--- config.mk ---
export PLATFORM = sky130hd
export DESIGN_NAME = gzip_member_header_parser_flat
export DESIGN_NICKNAME = d
export VERILOG_FILES = /design/src/design/gmhp_pkg.sv /design/src/design/gmhp_ifs.sv /design/src/design/gzip_member_header_parser.sv /design/src/design/gmhp_in_reg.sv /design/src/design/gmhp_parse.sv /design/src/flat_wrapper.sv
export SDC_FILE = /design/constraint.sdc
export NUM_CORES = 1
export LEC_CHECK = 0
export CORE_MARGIN = 3
export CORE_UTILIZATION = 60
export CTS_CLUSTER_SIZE = 28
export DETAILED_ROUTE_END_ITERATION = 6
export DONT_BUFFER_PORTS = 1
export GPL_TIMING_DRIVEN = 0
export PLACE_DENSITY = 0.83
export RECOVER_POWER = 100
export SLEW_MARGIN = 25
export SYNTH_ARGS = -nofsm -noshare
export SYNTH_HDL_FRONTEND = slang
export SYNTH_SLANG_ARGS = --single-unit
--- constraint.sdc ---
create_clock -name clk -period 7.7 [get_ports clk]
set_input_delay 0.77 -clock clk [delete_from_list [all_inputs] [get_ports clk]]
set_output_delay 0.77 -clock clk [all_outputs]
set_load 0.005 [all_outputs]
--- src/design/gmhp_pkg.sv ---
`default_nettype none

package gmhp_pkg;

    localparam logic [7:0] MAGIC_ONE   = 8'h1F;
    localparam logic [7:0] MAGIC_TWO   = 8'h8B;
    localparam logic [7:0] METHOD_DEFL = 8'h08;
    localparam logic [15:0] XLEN_SCALE = 16'd256;

    // Bit positions inside the flag byte.
    localparam int FL_HCRC_BIT    = 1;
    localparam int FL_EXTRA_BIT   = 2;
    localparam int FL_NAME_BIT    = 3;
    localparam int FL_COMMENT_BIT = 4;

    typedef enum logic [2:0] {
        ST_HEADER  = 3'd0,
        ST_DONE    = 3'd1,
        ST_PAYLOAD = 3'd2,
        ST_MAGIC   = 3'd3,
        ST_METHOD  = 3'd4,
        ST_TRUNC   = 3'd5
    } status_t;

    typedef enum logic [18:0] {
        PH_ID1     = 19'b000_0000_0000_0000_0001,
        PH_ID2     = 19'b000_0000_0000_0000_0010,
        PH_CM      = 19'b000_0000_0000_0000_0100,
        PH_FLG     = 19'b000_0000_0000_0000_1000,
        PH_MT0     = 19'b000_0000_0000_0001_0000,
        PH_MT1     = 19'b000_0000_0000_0010_0000,
        PH_MT2     = 19'b000_0000_0000_0100_0000,
        PH_MT3     = 19'b000_0000_0000_1000_0000,
        PH_XFL     = 19'b000_0000_0001_0000_0000,
        PH_OS      = 19'b000_0000_0010_0000_0000,
        PH_XLEN_LO = 19'b000_0000_0100_0000_0000,
        PH_XLEN_HI = 19'b000_0000_1000_0000_0000,
        PH_XSKIP   = 19'b000_0001_0000_0000_0000,
        PH_NAME    = 19'b000_0010_0000_0000_0000,
        PH_COMMENT = 19'b000_0100_0000_0000_0000,
        PH_HCRC0   = 19'b000_1000_0000_0000_0000,
        PH_HCRC1   = 19'b001_0000_0000_0000_0000,
        PH_PAYLOAD = 19'b010_0000_0000_0000_0000,
        PH_ERROR   = 19'b100_0000_0000_0000_0000
    } phase_t;

endpackage

`default_nettype wire

--- src/design/gmhp_ifs.sv ---
`default_nettype none

interface gmhp_byte_if;
    logic       valid;
    logic       ready;
    logic [7:0] data_byte;
    logic       new_member;
    logic       stream_end;

    modport source (output valid, output data_byte, output new_member, output stream_end,
                    input ready);
    modport sink (input valid, input data_byte, input new_member, input stream_end,
                  output ready);
endinterface

interface gmhp_result_if;
    logic                  valid;
    logic                  ready;
    gmhp_pkg::status_t     status;
    logic [7:0]            payload_byte;
    logic [7:0]            header_flags;
    logic [31:0]           modify_time;

    modport source (output valid, output status, output payload_byte, output header_flags,
                    output modify_time, input ready);
    modport sink (input valid, input status, input payload_byte, input header_flags,
                  input modify_time, output ready);
endinterface

`default_nettype wire

--- src/design/gzip_member_header_parser.sv ---
// gzip member header parser.
// The bytes channel carries one byte of a gzip member per transaction, with
// new_member marking the first byte of a member and stream_end the last byte
// of the stream. The results channel returns exactly one transaction for
// every byte: a status code, the byte itself when it is payload, and the flag
// byte and modification time as known after that byte.
// Each byte passes through an input register and is then parsed into the result
// register, which holds the result until the receiver accepts it. One byte per
// cycle is sustained while the receiver keeps accepting results; the single
// parse step with its phase register and skip counter sets that rate.
// Reset returns the parser to the first magic byte with flags, time and the
// error code cleared, and empties both registers.
// When the receiver stalls, the result register holds its transaction and the
// input register holds or takes at most one more byte; after that, bytes is
// held not ready until results moves again.

`default_nettype none

module gzip_member_header_parser (
    input  wire            clk,
    input  wire            rst_n,
    gmhp_byte_if.sink      bytes,
    gmhp_result_if.source  results
);
    import gmhp_pkg::*;

    gmhp_byte_if stage_ch ();

    gmhp_in_reg u_in_reg (
        .clk   (clk),
        .rst_n (rst_n),
        .bytes (bytes),
        .stage (stage_ch.source)
    );

    gmhp_parse u_parse (
        .clk     (clk),
        .rst_n   (rst_n),
        .stage   (stage_ch.sink),
        .results (results)
    );

endmodule

`default_nettype wire

--- src/design/gmhp_in_reg.sv ---
`default_nettype none

module gmhp_in_reg (
    input  wire          clk,
    input  wire          rst_n,
    gmhp_byte_if.sink    bytes,
    gmhp_byte_if.source  stage
);
    import gmhp_pkg::*;

    logic       valid_reg;
    logic       valid_next;
    logic [7:0] data_reg;
    logic       member_reg;
    logic       end_reg;
    logic       take;

    // The register frees up in the same cycle its content moves on.
    assign bytes.ready = !valid_reg || stage.ready;
    assign take        = bytes.valid && bytes.ready;

    always_comb
    begin
        if (take)
        begin
            valid_next = 1'b1;
        end
        else if (stage.ready)
        begin
            valid_next = 1'b0;
        end
        else
        begin
            valid_next = valid_reg;
        end
    end

    always_ff @(posedge clk or negedge rst_n)
    begin
        if (!rst_n)
        begin
            valid_reg <= 1'b0;
        end
        else
        begin
            valid_reg <= valid_next;
        end
    end

    always_ff @(posedge clk)
    begin
        if (take)
        begin
            data_reg   <= bytes.data_byte;
            member_reg <= bytes.new_member;
            end_reg    <= bytes.stream_end;
        end
    end

    assign stage.valid      = valid_reg;
    assign stage.data_byte  = data_reg;
    assign stage.new_member = member_reg;
    assign stage.stream_end = end_reg;

endmodule

`default_nettype wire

--- src/design/gmhp_parse.sv ---
`default_nettype none

module gmhp_parse (
    input  wire            clk,
    input  wire            rst_n,
    gmhp_byte_if.sink      stage,
    gmhp_result_if.source  results
);
    import gmhp_pkg::*;

    phase_t      phase_reg;
    phase_t      phase_next;
    logic [15:0] skip_reg;
    logic [15:0] skip_next;
    logic [7:0]  flag_reg;
    logic [7:0]  flag_next;
    logic [31:0] time_reg;
    logic [31:0] time_next;
    status_t     err_reg;
    status_t     err_next;

    logic        out_valid_reg;
    logic        out_valid_next;
    status_t     status_reg;
    status_t     status_next;
    logic [7:0]  payload_reg;
    logic [7:0]  payload_next;

    logic        advance;
    phase_t      ph;
    phase_t      nxt;
    logic [15:0] skip_cur;
    logic [15:0] skip_dec;
    logic [7:0]  flag_cur;
    logic [31:0] time_cur;
    status_t     err_cur;
    status_t     st;
    logic [7:0]  b;

    function automatic phase_t after_comment(input logic [7:0] fl);
        phase_t r;
        r = fl[FL_HCRC_BIT] ? PH_HCRC0 : PH_PAYLOAD;
        return r;
    endfunction

    function automatic phase_t after_name(input logic [7:0] fl);
        phase_t r;
        r = fl[FL_COMMENT_BIT] ? PH_COMMENT : after_comment(fl);
        return r;
    endfunction

    function automatic phase_t after_xskip(input logic [7:0] fl);
        phase_t r;
        r = fl[FL_NAME_BIT] ? PH_NAME : after_name(fl);
        return r;
    endfunction

    function automatic phase_t after_os(input logic [7:0] fl);
        phase_t r;
        r = fl[FL_EXTRA_BIT] ? PH_XLEN_LO : after_xskip(fl);
        return r;
    endfunction

    assign stage.ready = !out_valid_reg || results.ready;
    assign advance     = stage.valid && stage.ready;
    assign b           = stage.data_byte;

    always_comb
    begin
        // A new member clears all parser state before its first byte is looked at.
        ph       = stage.new_member ? PH_ID1 : phase_reg;
        skip_cur = stage.new_member ? 16'd0 : skip_reg;
        flag_cur = stage.new_member ? 8'd0 : flag_reg;
        time_cur = stage.new_member ? 32'd0 : time_reg;
        err_cur  = stage.new_member ? ST_HEADER : err_reg;
        skip_dec = skip_cur - 16'd1;

        st         = ST_HEADER;
        nxt        = ph;
        phase_next = ph;
        skip_next  = skip_cur;
        flag_next  = flag_cur;
        time_next  = time_cur;
        err_next   = err_cur;

        case (ph)
            PH_ERROR:
            begin
                st = err_cur;
            end
            PH_ID1:
            begin
                if (b != MAGIC_ONE)
                begin
                    st = ST_MAGIC;
                end
                else
                begin
                    nxt = PH_ID2;
                end
            end
            PH_ID2:
            begin
                if (b != MAGIC_TWO)
                begin
                    st = ST_MAGIC;
                end
                else
                begin
                    nxt = PH_CM;
                end
            end
            PH_CM:
            begin
                if (b != METHOD_DEFL)
                begin
                    st = ST_METHOD;
                end
                else
                begin
                    nxt = PH_FLG;
                end
            end
            PH_FLG:
            begin
                flag_next = b;
                nxt       = PH_MT0;
            end
            PH_MT0:
            begin
                time_next[7:0] = time_cur[7:0] | b;
                nxt            = PH_MT1;
            end
            PH_MT1:
            begin
                time_next[15:8] = time_cur[15:8] | b;
                nxt             = PH_MT2;
            end
            PH_MT2:
            begin
                time_next[23:16] = time_cur[23:16] | b;
                nxt              = PH_MT3;
            end
            PH_MT3:
            begin
                time_next[31:24] = time_cur[31:24] | b;
                nxt              = PH_XFL;
            end
            PH_XFL:
            begin
                nxt = PH_OS;
            end
            PH_OS:
            begin
                nxt = after_os(flag_cur);
            end
            PH_XLEN_LO:
            begin
                skip_next = {8'd0, b};
                nxt       = PH_XLEN_HI;
            end
            PH_XLEN_HI:
            begin
                skip_next = skip_cur + (XLEN_SCALE * {8'd0, b});
                // An empty extra field is skipped at once.
                nxt = (skip_next != 16'd0) ? PH_XSKIP : after_xskip(flag_cur);
            end
            PH_XSKIP:
            begin
                skip_next = skip_dec;
                if (skip_dec == 16'd0)
                begin
                    nxt = after_xskip(flag_cur);
                end
            end
            PH_NAME:
            begin
                if (b == 8'd0)
                begin
                    nxt = after_name(flag_cur);
                end
            end
            PH_COMMENT:
            begin
                if (b == 8'd0)
                begin
                    nxt = after_comment(flag_cur);
                end
            end
            PH_HCRC0:
            begin
                nxt = PH_HCRC1;
            end
            PH_HCRC1:
            begin
                nxt = PH_PAYLOAD;
            end
            default:
            begin
                st  = ST_PAYLOAD;
                nxt = PH_PAYLOAD;
            end
        endcase

        if (ph != PH_ERROR)
        begin
            if (st == ST_MAGIC || st == ST_METHOD)
            begin
                err_next   = st;
                phase_next = PH_ERROR;
            end
            else if (st == ST_HEADER)
            begin
                if (nxt == PH_PAYLOAD)
                begin
                    st         = ST_DONE;
                    phase_next = PH_PAYLOAD;
                end
                else if (stage.stream_end)
                begin
                    // The stream stops while the header is still open.
                    st         = ST_TRUNC;
                    err_next   = ST_TRUNC;
                    phase_next = PH_ERROR;
                end
                else
                begin
                    phase_next = nxt;
                end
            end
            else
            begin
                phase_next = nxt;
            end
        end

        status_next  = st;
        payload_next = (st == ST_PAYLOAD) ? b : 8'd0;

        if (advance)
        begin
            out_valid_next = 1'b1;
        end
        else if (results.ready)
        begin
            out_valid_next = 1'b0;
        end
        else
        begin
            out_valid_next = out_valid_reg;
        end
    end

    always_ff @(posedge clk or negedge rst_n)
    begin
        if (!rst_n)
        begin
            phase_reg     <= PH_ID1;
            skip_reg      <= 16'd0;
            flag_reg      <= 8'd0;
            time_reg      <= 32'd0;
            err_reg       <= ST_HEADER;
            out_valid_reg <= 1'b0;
        end
        else
        begin
            out_valid_reg <= out_valid_next;
            if (advance)
            begin
                phase_reg <= phase_next;
                skip_reg  <= skip_next;
                flag_reg  <= flag_next;
                time_reg  <= time_next;
                err_reg   <= err_next;
            end
        end
    end

    always_ff @(posedge clk)
    begin
        if (advance)
        begin
            status_reg  <= status_next;
            payload_reg <= payload_next;
        end
    end

    assign results.valid        = out_valid_reg;
    assign results.status       = status_reg;
    assign results.payload_byte = payload_reg;
    // Flags and time are state registers already; they change only with a new result.
    assign results.header_flags = flag_reg;
    assign results.modify_time  = time_reg;

    a_err_latched : assert property (@(posedge clk) disable iff (!rst_n)
        phase_reg == PH_ERROR |->
            (err_reg == ST_MAGIC || err_reg == ST_METHOD || err_reg == ST_TRUNC))
        else $error("error phase without a latched error code");

    a_err_clear : assert property (@(posedge clk) disable iff (!rst_n)
        phase_reg != PH_ERROR |-> err_reg == ST_HEADER)
        else $error("error code latched outside the error phase");

    a_skip_live : assert property (@(posedge clk) disable iff (!rst_n)
        phase_reg == PH_XSKIP |-> skip_reg != 16'd0)
        else $error("extra field skip entered with nothing left to skip");

    a_done_payload : assert property (@(posedge clk) disable iff (!rst_n)
        advance && status_next == ST_DONE |=>
            phase_reg == PH_PAYLOAD && status_reg == ST_DONE && out_valid_reg)
        else $error("header completion did not move the parser to payload");

endmodule

`default_nettype wire
--- src/flat_wrapper.sv ---
// flat-port wrapper written by rule: the top's interface ports become plain ports
module gzip_member_header_parser_flat import gmhp_pkg::*;
  (clk, rst_n, bytes_valid, bytes_data_byte, bytes_new_member, bytes_stream_end, bytes_ready, results_valid, results_status, results_payload_byte, results_header_flags, results_modify_time, results_ready);
  gmhp_byte_if bytes_i ();
  gmhp_result_if results_i ();
  input  wire clk;
  input  wire rst_n;
  input wire logic [$bits(bytes_i.valid)-1:0] bytes_valid;
  input wire logic [$bits(bytes_i.data_byte)-1:0] bytes_data_byte;
  input wire logic [$bits(bytes_i.new_member)-1:0] bytes_new_member;
  input wire logic [$bits(bytes_i.stream_end)-1:0] bytes_stream_end;
  output wire logic [$bits(bytes_i.ready)-1:0] bytes_ready;
  output wire logic [$bits(results_i.valid)-1:0] results_valid;
  output wire logic [$bits(results_i.status)-1:0] results_status;
  output wire logic [$bits(results_i.payload_byte)-1:0] results_payload_byte;
  output wire logic [$bits(results_i.header_flags)-1:0] results_header_flags;
  output wire logic [$bits(results_i.modify_time)-1:0] results_modify_time;
  input wire logic [$bits(results_i.ready)-1:0] results_ready;
  assign bytes_i.valid = bytes_valid;
  assign bytes_i.data_byte = bytes_data_byte;
  assign bytes_i.new_member = bytes_new_member;
  assign bytes_i.stream_end = bytes_stream_end;
  assign bytes_ready = bytes_i.ready;
  assign results_valid = results_i.valid;
  assign results_status = results_i.status;
  assign results_payload_byte = results_i.payload_byte;
  assign results_header_flags = results_i.header_flags;
  assign results_modify_time = results_i.modify_time;
  assign results_i.ready = results_ready;
  gzip_member_header_parser u_core (.clk(clk), .rst_n(rst_n), .bytes(bytes_i), .results(results_i));
endmodule
==> flow_metrics.py <==
metrics = {
    "status": {
        "status": "completed",
    },
    "layout": {
        "antenna-diode-count": 0,
        "fill_cells": 810,
        "postLayoutCellArea_mm2": 0.006575,
        "areaGrowthSynthToFinish_pct": 5.522,
        "post_route_cells_drive_above_1_share_pct": 8.876,
        "largest_reg_flops": 32,
        "fin_nets": 695,
    },
    "critical_path": {
        "setup.worst_path.start_class": "flop",
        "worstPathArrival_ps": 6220,
        "reg2reg_depth": 14,
        "worst-setup-path-type": "flop to flop",
        "timing.critical_path.to_type": "flop",
        "crit_fanout": 10,
        "worst_path_required_time_ps": 7950,
    },
    "timing": {
        "finalSetupViolations": 0,
        "finalWorstPathRequiredPeriod_ps": 5970,
        "maxClockFrequency_mhz": 167.5,
        "fin_worst_skew_ps": 26.46,
        "min_period_over_period_pct": 77.53,
        "fin_tns_setup_ps": 0,
        "total_count_of_hold_check_failures_in_the_final_report": 0,
        "maxSlewViolCount": 0,
        "tightestPinTransition_ps": 1401,
        "worst_slew_margin_rel_pct": 5.754,
        "grt_setup_unrepaired": "false",
    },
    "logic_synthesis": {
        "yosysSeqAreaShare_pct": 42.27,
        "synthDistinctLibCells": 93,
        "ys.flop_type": "sky130_fd_sc_hd__dfrtp_1",
        "synth.ff_latch_count": 101,
        "synth.avg_cell_area_um2": 9.441,
        "postSynthNetCount": 684,
        "postSynthCellCount": 660,
        "synth-edff-count": 21,
        "synth.yosys.warnings": 0,
        "async_set_or_reset_register_ratio_after_synthesis_pct": 79.21,
        "syn-cell-area_mm2": 0.006231,
    },
    "global_route": {
        "grt_first_pass_wirelength_mm": 29.28,
        "total_congestion_overflow": 0,
        "number_of_global_route_vias_before_repair": 5283,
        "globalRouteTotalUtil_pct": 33.21,
        "grt_max_degree": 81,
        "number_of_antenna_violations_at_the_first_check_in_global_routing": 0,
    },
    "floorplan": {
        "floorplan.rows": 36,
        "die_x_um": 107.9,
        "floorplan.io_pins": 67,
        "core_area_mm2": 0.009955,
        "starting_density_of_the_core_pct": 62.59,
        "die_ar_mm2": 0.01164,
        "floorplan.die.height_um": 107.9,
    },
    "pwr": {
        "power.density_cell_area_mw_per_mm2": 163.3,
        "power.ir.vdd_worst_uv": 167.6,
        "comb_power_share_pct": 12.0,
        "switching_power_uw": 312.0,
        "power.static_leakage_nw": 2.706,
        "power.share.sequential_pct": 53.6,
        "power_frac_clock_pct": 34.4,
        "p_int_uw": 761.8,
        "power.share.switching_pct": 29.05,
    },
    "route": {
        "antenna_violating_nets_post_route": 0,
        "drt-wirelength-per-cell_um": 23.56,
        "number_of_design_rule_violations_left_by_the_first_detailed_router_iteration": 468,
        "drt_pre_antenna_iters": 5,
        "vias": 5619,
        "post_drt_via_cell_ratio": 6.946,
        "detail_route.drc_violations": 0,
        "routed_wire_length_mm": 19.06,
    },
    "clock_tree": {
        "cts.repair.resized": 0,
        "ctsHtreeMaxLevel": 3,
        "cts-root-buf": "sky130_fd_sc_hd__clkbuf_8",
        "cts_inserted_buffers": 9,
        "number_of_buffers_inserted_for_hold_repair_after_clock_tree_synthesis": 0,
        "clk-insertion-delay-late_ps": 410,
        "clock_tree_from_tritoncts": "built",
        "clk_path_buf_depth": 2,
        "postCtsSetupBuffers": 0,
        "path_clk_slew_ps": 120,
        "cts_num_sinks": 101,
    },
    "placement": {
        "place_congestion": 1.042,
        "port-buffer-count": 0,
        "post_dp_cell_area_mm2": 0.006410,
        "dpl.hpwl_mm": 13.86,
    },
    "worst_hold_path": {
        "timing.hold.worst.class": "input port to asynchronous set/reset pin",
    },
    "run": {
        "cap_viol_max_count": 0,
    },
}
==> kinds of logic (layout without fill, tap and decap cells) <==
family	count (synthesis)	after routing	synth area share, %
AND/OR/NAND/NOR	294	294	27.69
AO/OA/AOI/OAI	181	181	20.60
flip-flops	101	101	42.27
buffers and inverters	56	72	4.679
XOR/XNOR	14	14	1.968
adder cells (fa/ha/maj)	10	10	2.129
multiplexers	4	4	0.6627
==> cell usage in the layout, fill, tap and decap left out, types with 10 or more instances in the layout <==
cell type	netlist	final
sky130_fd_sc_hd__a21oi_1	30	30
sky130_fd_sc_hd__a22o_1	35	35
sky130_fd_sc_hd__clkbuf_1	20	25
sky130_fd_sc_hd__clkbuf_8	2	10
sky130_fd_sc_hd__dfrtp_1	79	79
sky130_fd_sc_hd__edfxtp_1	21	21
sky130_fd_sc_hd__inv_1	18	18
sky130_fd_sc_hd__nand2_1	81	81
sky130_fd_sc_hd__nand2b_1	12	12
sky130_fd_sc_hd__nand3_1	18	18
sky130_fd_sc_hd__nand4_1	12	12
sky130_fd_sc_hd__nor2_1	44	45
sky130_fd_sc_hd__nor2b_1	12	12
sky130_fd_sc_hd__nor3_1	19	20
sky130_fd_sc_hd__o21ai_0	45	47
==> cells in the mapped netlist, drive strengths merged (6+ instances only) <==
library cell	n	share of area, %
nand2	81	4.9
dfrtp	79	32
o21ai	48	3.9
nor2	46	2.9
a22o	35	4.9
a21oi	30	2.4
clkbuf	25	1.9
nor3	23	2.3
edfxtp	21	10
inv	18	1.1
nand3	18	1.4
nor4	15	2.7
nand4	13	1.4
and2	12	1.2
nand2b	12	1.2
nor2b	12	1.2
buf	10	1.2
or4	10	1.3
ha	9	1.8
nor4b	9	1.4
xnor2	8	1.1
nand4b	6	1.1
nor3b	6	0.90
o31ai	6	0.96
or3	6	0.60
xor2	6	0.84
==> cell type report <==
| class | count | area (um2) | share of cell area [%] |
|---|---|---|---|
| clock buffer | 10 | 137.6 | 2.093 |
| buffer | 38 | 195.2 | 2.969 |
| clock inverter | 6 | 77.57 | 1.180 |
| tap | 133 | 166.4 | 2.531 |
| sequential | 101 | 2634 | 40.06 |
| inverter | 18 | 67.56 | 1.028 |
| multi-input combinational | 503 | 3297 | 50.14 |
==> stage by stage <==
stage / power (mW) / utilization, % / hold WS, ps / std cells / setup slack (ps)
after floorplan: 0.6700 / - / 456.9 / 660 / 4039
after global placement: 0.7096 / 64.27 / 474.9 / 793 / 3144
after detailed placement: 0.7128 / 64.39 / 476.2 / 793 / 3128
after CTS: 1.078 / 66.55 / 28.15 / 809 / 3088
after global routing: 1.109 / 66.05 / 25.37 / 809 / 1518
final: 1.074 / 66.05 / 38.55 / 809 / 1730
==> power groups by stage <==
| stage | Sequential, mW | Combinational [mW] | Clock, mW |
|---|---|---|---|
| final | 0.576 | 0.129 | 0.370 |
| after global routing | 0.578 | 0.138 | 0.394 |
| after CTS | 0.575 | 0.127 | 0.375 |
| after detailed placement | 0.586 | 0.127 | 0 |
| after global placement | 0.586 | 0.124 | 0 |
| after floorplan | 0.582 | 0.0882 | 0 |
==> critical path, stage by stage, from the launching register on <==
cell and delay [ps]:
sky130_fd_sc_hd__edfxtp_1 580, sky130_fd_sc_hd__clkbuf_1 450, sky130_fd_sc_hd__clkbuf_1 550, sky130_fd_sc_hd__clkbuf_1 640
sky130_fd_sc_hd__nor2b_1 180, sky130_fd_sc_hd__ha_1 260, sky130_fd_sc_hd__a211oi_1 370, sky130_fd_sc_hd__nor2_1 130
sky130_fd_sc_hd__xor2_1 190, sky130_fd_sc_hd__nor4b_1 700, sky130_fd_sc_hd__and3_2 370, sky130_fd_sc_hd__a311o_2 220
sky130_fd_sc_hd__a32o_1 440, sky130_fd_sc_hd__clkbuf_1 510, sky130_fd_sc_hd__o21ai_0 210
==> layer usage <==
layer  wire [um]  track usage (%)  vias to the layer above
met5           0                0                        -
met3        1976            10.38                       61
li1            -                -                     2511
met2        8280            49.29                      334
met1        8130            45.80                     2713
met4         675            12.44                        0
==> path summary, 6_finish.rpt <==
| path | start | end | slack, ps |
|---|---|---|---|
| min in group clk | bytes_new_member | u_core.u_in_reg.stage.new_member | 470 |
| hold / removal | rst_n | u_core.u_parse.results.header_flags[0] | 40 |
| max in group asynchronous | rst_n | u_core.u_parse.phase_reg[0] | 7430 |
| setup / recovery | u_core.u_in_reg.stage.new_member | u_core.u_parse.phase_reg[16] | 1730 |
| hold reg to reg | u_core.u_in_reg.stage.valid | u_core.u_parse.results.valid | 510 |
| setup reg to reg | u_core.u_in_reg.stage.new_member | u_core.u_parse.phase_reg[16] | 1730 |
No activity file was read; power rests on OpenSTA's default activity.
